<file path="src/hw/rtl/sgcrm_pkg.sv">
// Shared types, constants and the gain/saturate function for the stereo gain and RMS meter.
`timescale 1ns / 1ps
`default_nettype none

package sgcrm_pkg;

	localparam int SAMPLE_W      = 16;
	localparam int GAIN_W        = 16;
	localparam int ROOT_W        = 16;
	localparam int MEAN_W        = 2 * ROOT_W;
	localparam int MAX_BLOCK_DEF = 512;

	localparam logic [GAIN_W-1:0] GAIN_RESET = 16'd256;

	// Controller states
	typedef enum logic [2:0] {
		ST_IDLE,
		ST_GAIN,
		ST_ACC,
		ST_DIV,
		ST_SQLD,
		ST_SQRT,
		ST_OUT
	} state_t;

	// Commands from controller to datapath
	typedef struct packed {
		logic cap_in;
		logic gain_en;
		logic acc_en;
		logic div_start;
		logic div_step;
		logic sqrt_start;
		logic sqrt_step;
		logic out_load;
	} cmd_t;

	// Status from datapath to controller
	typedef struct packed {
		logic close;
		logic div_last;
		logic sqrt_last;
		logic out_free;
	} sts_t;

	// Sample times Q8.8 gain, floor shift by 8, saturate to 16 bits
	function automatic logic signed [SAMPLE_W-1:0] gain_sat(
		input logic signed [SAMPLE_W-1:0] s,
		input logic [GAIN_W-1:0] g
	);
		logic signed [GAIN_W:0]              g_s;
		logic signed [SAMPLE_W+GAIN_W:0]     prod;
		logic signed [SAMPLE_W+GAIN_W:0]     shr;
		logic signed [SAMPLE_W-1:0]          res;
		g_s  = $signed({1'b0, g});
		prod = s * g_s;
		shr  = prod >>> 8;
		if (shr > 33'sd32767) begin
			res = 16'sh7FFF;
		end else if (shr < -33'sd32768) begin
			res = 16'sh8000;
		end else begin
			res = shr[SAMPLE_W-1:0];
		end
		return res;
	endfunction

endpackage

`default_nettype wire

</file>
<file path="src/hw/rtl/stereo_gain_clip_rms_meter.sv">
// Top level: stereo saturating gain with block RMS meter.
// After accept, a pair passes the gain, accumulate and output states before its output word is valid.
// A closing pair also runs the divider (SUM_W = 32 + clog2(MAX_BLOCK) quotient steps), one root
// load state and 16 root steps before the output state.
// A new pair is taken only after the last one's output word is loaded; a held output word stalls it.
// Reset (arst_n low, async): gain 256, sums and pair count cleared, no output word pending.
`timescale 1ns / 1ps
`default_nettype none

module stereo_gain_clip_rms_meter import sgcrm_pkg::*; #(
	parameter int MAX_BLOCK = MAX_BLOCK_DEF
) (
	input  wire logic                       clk,
	input  wire logic                       arst_n,
	input  wire logic                       cfg_valid,
	output logic                            cfg_ready,
	input  wire logic [GAIN_W-1:0]          gain_q8_8,
	input  wire logic                       in_valid,
	output logic                            in_ready,
	input  wire logic signed [SAMPLE_W-1:0] left_in,
	input  wire logic signed [SAMPLE_W-1:0] right_in,
	input  wire logic                       block_end,
	output logic                            out_valid,
	input  wire logic                       out_ready,
	output logic signed [SAMPLE_W-1:0]      left_out,
	output logic signed [SAMPLE_W-1:0]      right_out,
	output logic                            rms_valid,
	output logic [ROOT_W-1:0]               rms_level
);

	cmd_t cmd;
	sts_t sts;

	// Gain register takes a write in any cycle
	assign cfg_ready = 1'b1;

	sgcrm_ctrl u_ctrl (
		.clk     (clk),
		.arst_n  (arst_n),
		.in_valid(in_valid),
		.in_ready(in_ready),
		.sts     (sts),
		.cmd     (cmd)
	);

	sgcrm_dp #(
		.MAX_BLOCK(MAX_BLOCK)
	) u_dp (
		.clk      (clk),
		.arst_n   (arst_n),
		.cfg_valid(cfg_valid),
		.gain_q8_8(gain_q8_8),
		.left_in  (left_in),
		.right_in (right_in),
		.block_end(block_end),
		.cmd      (cmd),
		.sts      (sts),
		.out_valid(out_valid),
		.out_ready(out_ready),
		.left_out (left_out),
		.right_out(right_out),
		.rms_valid(rms_valid),
		.rms_level(rms_level)
	);

endmodule

`default_nettype wire

</file>
<file path="src/hw/rtl/sgcrm_meas.sv">
// One channel's level unit: restoring divider for the mean square, then bit-serial square root.
`timescale 1ns / 1ps
`default_nettype none

module sgcrm_meas import sgcrm_pkg::*; #(
	parameter int SUM_W = 41,
	parameter int CNT_W = 10
) (
	input  wire logic             clk,
	input  wire logic             arst_n,
	input  wire cmd_t             cmd,
	input  wire logic [SUM_W-1:0] dividend,
	input  wire logic [CNT_W-1:0] divisor,
	output logic [ROOT_W-1:0]     root
);

	logic [SUM_W-1:0]    dvd_q;
	logic [CNT_W-1:0]    div_q;
	logic [CNT_W-1:0]    rem_q;
	logic [CNT_W:0]      rem_sh;
	logic                div_ge;
	logic [CNT_W:0]      rem_sub;

	logic [MEAN_W-1:0]   rad_q;
	logic [ROOT_W+1:0]   srem_q;
	logic [ROOT_W-1:0]   root_q;
	logic [ROOT_W+3:0]   srem_sh;
	logic [ROOT_W+3:0]   trial;
	logic                sq_ge;
	logic [ROOT_W+3:0]   srem_sub;

	// Divider step: one quotient bit per cycle, quotient shifts into dvd_q
	always_comb begin
		rem_sh  = {rem_q, dvd_q[SUM_W-1]};
		div_ge  = rem_sh >= {1'b0, div_q};
		rem_sub = rem_sh - {1'b0, div_q};
	end

	// Root step: two radicand bits in, one root bit out per cycle
	always_comb begin
		srem_sh  = {srem_q, rad_q[MEAN_W-1 -: 2]};
		trial    = {2'b00, root_q, 2'b01};
		sq_ge    = srem_sh >= trial;
		srem_sub = srem_sh - trial;
	end

	always_ff @(posedge clk or negedge arst_n) begin
		if (!arst_n) begin
			dvd_q  <= '0;
			div_q  <= '0;
			rem_q  <= '0;
			rad_q  <= '0;
			srem_q <= '0;
			root_q <= '0;
		end else begin
			if (cmd.div_start) begin
				dvd_q <= dividend;
				div_q <= divisor;
				rem_q <= '0;
			end else if (cmd.div_step) begin
				dvd_q <= {dvd_q[SUM_W-2:0], div_ge};
				rem_q <= div_ge ? rem_sub[CNT_W-1:0] : rem_sh[CNT_W-1:0];
			end
			if (cmd.sqrt_start) begin
				rad_q  <= dvd_q[MEAN_W-1:0];
				srem_q <= '0;
				root_q <= '0;
			end else if (cmd.sqrt_step) begin
				rad_q  <= {rad_q[MEAN_W-3:0], 2'b00};
				srem_q <= sq_ge ? srem_sub[ROOT_W+1:0] : srem_sh[ROOT_W+1:0];
				root_q <= {root_q[ROOT_W-2:0], sq_ge};
			end
		end
	end

	assign root = root_q;

endmodule

`default_nettype wire

</file>
<file path="src/hw/rtl/sgcrm_dp.sv">
// Datapath: gain register, sample capture, gain and saturation, square sums, level units, output word.
`timescale 1ns / 1ps
`default_nettype none

module sgcrm_dp import sgcrm_pkg::*; #(
	parameter int MAX_BLOCK = MAX_BLOCK_DEF
) (
	input  wire logic                       clk,
	input  wire logic                       arst_n,
	input  wire logic                       cfg_valid,
	input  wire logic [GAIN_W-1:0]          gain_q8_8,
	input  wire logic signed [SAMPLE_W-1:0] left_in,
	input  wire logic signed [SAMPLE_W-1:0] right_in,
	input  wire logic                       block_end,
	input  wire cmd_t                       cmd,
	output sts_t                            sts,
	output logic                            out_valid,
	input  wire logic                       out_ready,
	output logic signed [SAMPLE_W-1:0]      left_out,
	output logic signed [SAMPLE_W-1:0]      right_out,
	output logic                            rms_valid,
	output logic [ROOT_W-1:0]               rms_level
);

	localparam int SUM_W  = MEAN_W + $clog2(MAX_BLOCK);
	localparam int CNT_W  = $clog2(MAX_BLOCK + 1);
	localparam int ITER_W = $clog2(SUM_W);

	logic [GAIN_W-1:0]          gain_q;
	logic signed [SAMPLE_W-1:0] lin_q, rin_q;
	logic                       end_q;
	logic signed [SAMPLE_W-1:0] lg_q, rg_q;
	logic [SUM_W-1:0]           lsum_q, rsum_q;
	logic [CNT_W-1:0]           cnt_q;
	logic                       rms_q;
	logic [ITER_W-1:0]          iter_q;

	logic [MEAN_W-1:0]          lsq, rsq;
	logic [SUM_W-1:0]           lsum_nx, rsum_nx;
	logic [CNT_W-1:0]           cnt_nx;
	logic                       close;
	logic [ROOT_W-1:0]          lroot, rroot;
	logic [ROOT_W:0]            root_sum;

	logic                       out_valid_q;
	logic signed [SAMPLE_W-1:0] left_out_q, right_out_q;
	logic                       rms_valid_q;
	logic [ROOT_W-1:0]          rms_level_q;

	// Gain register, written from the config channel
	always_ff @(posedge clk or negedge arst_n) begin
		if (!arst_n) begin
			gain_q <= GAIN_RESET;
		end else if (cfg_valid) begin
			gain_q <= gain_q8_8;
		end
	end

	// Input capture and gained samples
	always_ff @(posedge clk) begin
		if (cmd.cap_in) begin
			lin_q <= left_in;
			rin_q <= right_in;
			end_q <= block_end;
		end
		if (cmd.gain_en) begin
			lg_q <= gain_sat(lin_q, gain_q);
			rg_q <= gain_sat(rin_q, gain_q);
		end
	end

	// Squares, running sums and block close
	always_comb begin
		lsq     = $unsigned(MEAN_W'(lg_q) * MEAN_W'(lg_q));
		rsq     = $unsigned(MEAN_W'(rg_q) * MEAN_W'(rg_q));
		lsum_nx = lsum_q + SUM_W'(lsq);
		rsum_nx = rsum_q + SUM_W'(rsq);
		cnt_nx  = cnt_q + CNT_W'(1);
		close   = end_q || (cnt_nx == CNT_W'(MAX_BLOCK));
	end

	always_ff @(posedge clk or negedge arst_n) begin
		if (!arst_n) begin
			lsum_q <= '0;
			rsum_q <= '0;
			cnt_q  <= '0;
			rms_q  <= 1'b0;
		end else if (cmd.acc_en) begin
			lsum_q <= close ? '0 : lsum_nx;
			rsum_q <= close ? '0 : rsum_nx;
			cnt_q  <= close ? '0 : cnt_nx;
			rms_q  <= close;
		end
	end

	// Shared step counter for divide and root passes
	always_ff @(posedge clk or negedge arst_n) begin
		if (!arst_n) begin
			iter_q <= '0;
		end else if (cmd.div_start || cmd.sqrt_start) begin
			iter_q <= '0;
		end else if (cmd.div_step || cmd.sqrt_step) begin
			iter_q <= iter_q + ITER_W'(1);
		end
	end

	// Per-channel level units
	sgcrm_meas #(
		.SUM_W(SUM_W),
		.CNT_W(CNT_W)
	) u_meas_l (
		.clk     (clk),
		.arst_n  (arst_n),
		.cmd     (cmd),
		.dividend(lsum_nx),
		.divisor (cnt_nx),
		.root    (lroot)
	);

	sgcrm_meas #(
		.SUM_W(SUM_W),
		.CNT_W(CNT_W)
	) u_meas_r (
		.clk     (clk),
		.arst_n  (arst_n),
		.cmd     (cmd),
		.dividend(rsum_nx),
		.divisor (cnt_nx),
		.root    (rroot)
	);

	assign root_sum = {1'b0, lroot} + {1'b0, rroot};

	// Output word register
	always_ff @(posedge clk or negedge arst_n) begin
		if (!arst_n) begin
			out_valid_q <= 1'b0;
		end else if (cmd.out_load) begin
			out_valid_q <= 1'b1;
		end else if (out_ready) begin
			out_valid_q <= 1'b0;
		end
	end

	always_ff @(posedge clk) begin
		if (cmd.out_load) begin
			left_out_q  <= lg_q;
			right_out_q <= rg_q;
			rms_valid_q <= rms_q;
			rms_level_q <= rms_q ? root_sum[ROOT_W:1] : '0;
		end
	end

	// Status to controller
	always_comb begin
		sts.close     = close;
		sts.div_last  = iter_q == ITER_W'(SUM_W - 1);
		sts.sqrt_last = iter_q == ITER_W'(ROOT_W - 1);
		sts.out_free  = !out_valid_q || out_ready;
	end

	assign out_valid = out_valid_q;
	assign left_out  = left_out_q;
	assign right_out = right_out_q;
	assign rms_valid = rms_valid_q;
	assign rms_level = rms_level_q;

endmodule

`default_nettype wire

</file>
<file path="src/hw/rtl/sgcrm_ctrl.sv">
// Controller state machine: sequences capture, gain, accumulate, divide, root and output.
`timescale 1ns / 1ps
`default_nettype none

module sgcrm_ctrl import sgcrm_pkg::*; (
	input  wire logic clk,
	input  wire logic arst_n,
	input  wire logic in_valid,
	output logic      in_ready,
	input  wire sts_t sts,
	output cmd_t      cmd
);

	state_t state_q, state_nx;

	always_ff @(posedge clk or negedge arst_n) begin
		if (!arst_n) begin
			state_q <= ST_IDLE;
		end else begin
			state_q <= state_nx;
		end
	end

	// Next state
	always_comb begin
		state_nx = state_q;
		unique case (state_q)
			ST_IDLE: if (in_valid) state_nx = ST_GAIN;
			ST_GAIN: state_nx = ST_ACC;
			ST_ACC:  state_nx = sts.close ? ST_DIV : ST_OUT;
			ST_DIV:  if (sts.div_last) state_nx = ST_SQLD;
			ST_SQLD: state_nx = ST_SQRT;
			ST_SQRT: if (sts.sqrt_last) state_nx = ST_OUT;
			ST_OUT:  if (sts.out_free) state_nx = ST_IDLE;
			default: state_nx = ST_IDLE;
		endcase
	end

	// Outputs
	always_comb begin
		cmd      = '0;
		in_ready = 1'b0;
		unique case (state_q)
			ST_IDLE: begin
				in_ready   = 1'b1;
				cmd.cap_in = in_valid;
			end
			ST_GAIN: cmd.gain_en = 1'b1;
			ST_ACC: begin
				cmd.acc_en    = 1'b1;
				cmd.div_start = sts.close;
			end
			ST_DIV:  cmd.div_step   = 1'b1;
			ST_SQLD: cmd.sqrt_start = 1'b1;
			ST_SQRT: cmd.sqrt_step  = 1'b1;
			ST_OUT:  cmd.out_load   = sts.out_free;
			default: cmd = '0;
		endcase
	end

endmodule

`default_nettype wire

</file>
<file path="config.mk">
export PLATFORM = sky130hd
export DESIGN_NAME = stereo_gain_clip_rms_meter
export DESIGN_NICKNAME = d
export VERILOG_FILES = /design/src/hw/rtl/sgcrm_pkg.sv /design/src/hw/rtl/stereo_gain_clip_rms_meter.sv /design/src/hw/rtl/sgcrm_meas.sv /design/src/hw/rtl/sgcrm_dp.sv /design/src/hw/rtl/sgcrm_ctrl.sv
export SDC_FILE = /design/constraint.sdc
export NUM_CORES = 2
export LEC_CHECK = 0
export BUFFER_PORTS_ARGS = -buffer_cell sky130_fd_sc_hd__buf_2
export CAP_MARGIN = 20
export CORE_AREA = 10 10 312 389
export DETAILED_ROUTE_END_ITERATION = 12
export DIE_AREA = 0 0 322 399
export PLACE_DENSITY_LB_ADDON = 0.12
export RECOVER_POWER = 50
export SETUP_SLACK_MARGIN = 0.15
export SLEW_MARGIN = 20
export SYNTH_ARGS = -nofsm -noshare
export SYNTH_HDL_FRONTEND = slang
export SYNTH_HIERARCHICAL = 1
export SYNTH_SLANG_ARGS = --single-unit
</file>
<file path="constraint.sdc">
create_clock -name clk -period 20.7 [get_ports clk]
set_input_delay 4.14 -clock clk [delete_from_list [all_inputs] [get_ports clk]]
set_output_delay 4.14 -clock clk [all_outputs]
set_load 0.01 [all_outputs]
</file>
==> metrics.md <==
| Metric | Value |
|---|---|
| Status | `complete, but fails checks` |
| Failing checks | `capacitance limit, slew limit` |
| CORE AREA | `114,000 sq um` |
| Grt total ovfl | `0` |
| Syn Inst Count | `6,604` |
| Ys async rst share | `0.766` |
| Fin. Hold Viols | `0` |
| Clock Path Buffers | `3` |
| First-pass GRT wire length | `approximately 250,000 um` |
| Post-DP HPWL | `114,000 um` |
| Max cap viols | `15` |
| Iter 0 DRT Violations | `between 2,000 and 2,500` |
| # IOs | `approximately 110` |
| Fin util | `0.574` |
| Worst r2r src | `u_dp/rg_q[4]$_SDFFCE_PN1P_` |
| Register area share after synthesis | `0.206` |
| Critical path class | `input port to async pin` |
| Crit path cell chain | `clkbuf_1 > clkbuf_1 > buf_4` |
| Post-Syn Area | `62,000 sq um` |
| Chip width | `322 um` |
| # rows | `139` |
| TritonRoute pass-1 iters | `6` |
| Worst-path clk slew | `approximately 0.06 ns` |
| Number of synthesized register bits | `487` |
| Setup Buffers After CTS | `0` |
| Die height | `399 um` |
| Worst Clk Skew | `0.0380 ns` |
| Endpoints failing setup | `0` |
| Syn. warnings | `6` |
| Largest net degree at the start of global routing | `between 100 and 150` |
| Drt wl/cell | `between 15 and 20 um` |
| Hold path endpoint | `u_dp/rms_valid$_DFFE_PP_` |
| Clock root buffer master | `clkbuf_16` |
| Skew-Pair Late Insertion Delay | `0.69 ns` |
| CP startpoint kind | `input port` |
| CTS sink cnt | `487` |
| Final ANT Viol Nets | `0` |
| Die Area | `around 130,000 sq um` |
| Routed vias | `44,700` |
| Worst hold start | `u_dp/rms_q$_DFFE_PN0P_` |
| Cts bufs inserted | `between 50 and 60` |
| Fin. max-slew vios | `852` |
| Worst path slowest cell | `clkbuf_1` |
| Worst-Margin Slew | `roughly 6.3 ns` |
| DRC viols | `0` |
| Placer Congestion | `0.879` |
| Highest clock rate | `82.4 MHz` |
| Fin crit period | `12.14 ns` |
| Most common flop cell mapped by yosys | `dfrtp_1` |
| # resized after CTS | `0` |
| Arr. time, crit path | `12.79 ns` |
| Synth cell types | `96` |
| Final nets | `8,035` |
| RSZ-0062 raised after global routing | `no` |
| Final worst slack | `8.56 ns` |
| CTS tree | `done` |
| Final Instance Area | `about 66,000 sq um` |
| CTS Hold Bufs | `0` |
| Setup TNS | `0 ns` |
| Initial antenna violation count | `2` |
| Relative slew slack | `-3.20` |
| Worst path required time | `21.35 ns` |
| Initial core utilization | `0.543` |
| Placed cell area | `63,800 sq um` |
| Mean Syn Cell Area | `9.38 sq um` |
| Flop-to-flop setup slack | `11.17 ns` |
| Post-route clock period utilization | `0.586` |
| Net Count, Synth | `8,080` |
| Critical path fanouts, max | `around 110` |
| Hold path depth | `0` |
| Vias in the first global route | `47,900` |
| EDFF count, synth | `114` |
| Crit-path most repeated cell | `clkbuf_1` |
| HP Class | `flip-flop to flip-flop` |
| Endpoint class of the critical path | `async pin` |
| Post-DR vias/cell | `around 5.5` |
| Register-to-Register Path Depth | `32` |
| Total track usage | `0.240` |
| Max stage delay on crit path | `4.21 ns` |
| H-tree Lvls | `2` |
| ANT cells | `0` |
| RR Endpoint | `u_dp/u_meas_r/dvd_q[39]$_DFFE_PN0P_` |
| Fillers | `10,300` |
| Layout area overhead | `5.74%` |
| Final WL | `151,000 um` |
| Share of cells above drive strength 1 | `0.0500` |
| IO Port Bufs | `104` |
| Place WS | `11.85 ns` |
[cell usage after synthesis (47+ instances only)]
cell type  count  area, sq um
edfxtp_1     114         3420
xor2_1        78          683
nand2_1      749         2810
a211oi_1      64          480
nor3_1        54          270
and2_1       276         1730
dfrtp_1      372         9310
mux2i_1      209         2090
fa_1         864        17300
ha_1         558         6980
xnor2_1      182         1590
inv_1       1244         4670
clkbuf_1     219          822
a21oi_1      189          946
a21o_1        96          721
nand2b_1      62          388
o21ai_0      286         1430
nor2_1       308         1160
a22o_1        47          412
nand3_1       61          305
[worst max-delay path: cells and delay by family]
family	cells	cell delay [ns]
buf+inv	3	8.51
[kinds of logic (layout without fill, tap and decap cells)]
logic type      Yosys count  count (layout)  synth area share
compound gates          967             967             0.103
xor+xnor                262             262            0.0373
fa+ha+maj              1422            1422             0.392
buf+inv                1508            1509            0.0928
flops                   487             487             0.206
mux                     237             237            0.0390
other cells               1               1         0.0000605
simple gates           1720            1720             0.131
[routing by layer]
metal	GRT usage	part of all wire
met1	0.285	0.40
met2	0.444	0.53
met3	0.0251	0.036
met4	0.0848	0.037
met5	0	0
[cell usage in the layout (no fill, tap or decap), types with 101 or more instances in the layout]
master,n
a21oi_1,189
inv_1,1244
mux2i_1,209
buf_2,101
nor2_1,305
fa_1,864
ha_1,558
xnor2_1,182
and2_1,272
nand2_1,749
edfxtp_1,114
o21ai_0,286
dfrtp_1,372
[sequential cells by signal (all words and copies together), names as in the netlist, 16 cells and up]
name,count
u_dp/u_meas_r/rad_q,32
u_dp/u_meas_r/root,16
u_dp/gain_q,16
u_dp/u_meas_l/dvd_q,41
u_dp/u_meas_l/root,16
u_dp/u_meas_l/srem_q,18
u_dp/u_meas_r/dvd_q,41
u_dp/lsum_q,41
u_dp/u_meas_l/rad_q,32
u_dp/lg_q,16
u_dp/rms_level,16
u_dp/rg_q,16
u_dp/u_meas_r/srem_q,18
u_dp/rin_q,16
u_dp/lin_q,16
u_dp/left_out,16
u_dp/right_out,16
u_dp/rsum_q,41
[how the worst max path moves through the flow]
stage / start / end / cells past startpoint
after floorplan: out_ready / u_dp/left_out[0]$_DFFE_PP_ / 3
after global placement: u_dp/lg_q[5]$_SDFFCE_PN1P_ / u_dp/u_meas_l/dvd_q[35]$_DFFE_PN0P_ / 33
after detailed placement: u_dp/lg_q[1]$_SDFFCE_PN1P_ / u_dp/u_meas_l/dvd_q[35]$_DFFE_PN0P_ / 32
after CTS: u_dp/lg_q[5]$_SDFFCE_PN1P_ / u_dp/u_meas_l/dvd_q[35]$_DFFE_PN0P_ / 33
after global routing: arst_n / u_dp/u_meas_l/srem_q[1]$_DFFE_PN0P_ / 3
final: arst_n / u_dp/u_meas_l/root[2]$_DFFE_PN0P_ / 3
[layout make-up]
cell class | count | area [sq um] | area share
repair buffers | 158 | 836 | 0.0128
inverters | 1246 | 4680 | 0.0714
clock buffers | 76 | 1620 | 0.0247
multi-input cells | 4609 | 43500 | 0.664
flip-flops and latches | 487 | 12800 | 0.195
well taps | 1480 | 1850 | 0.0283
clock inverters | 29 | 278 | 0.00424
[metrics by stage]
step | hold WS, ns | cells
final | 0.489 | 8085
after global routing | 0.507 | 8085
after CTS | 0.488 | 8085
after detailed placement | 0.478 | 7980
after global placement | 0.476 | 7980
after floorplan | 0.424 | 6604
Power is left out: the tool's default activity adds up to more than one toggle a clock period on the data nets, which glitch-free logic cannot reach.
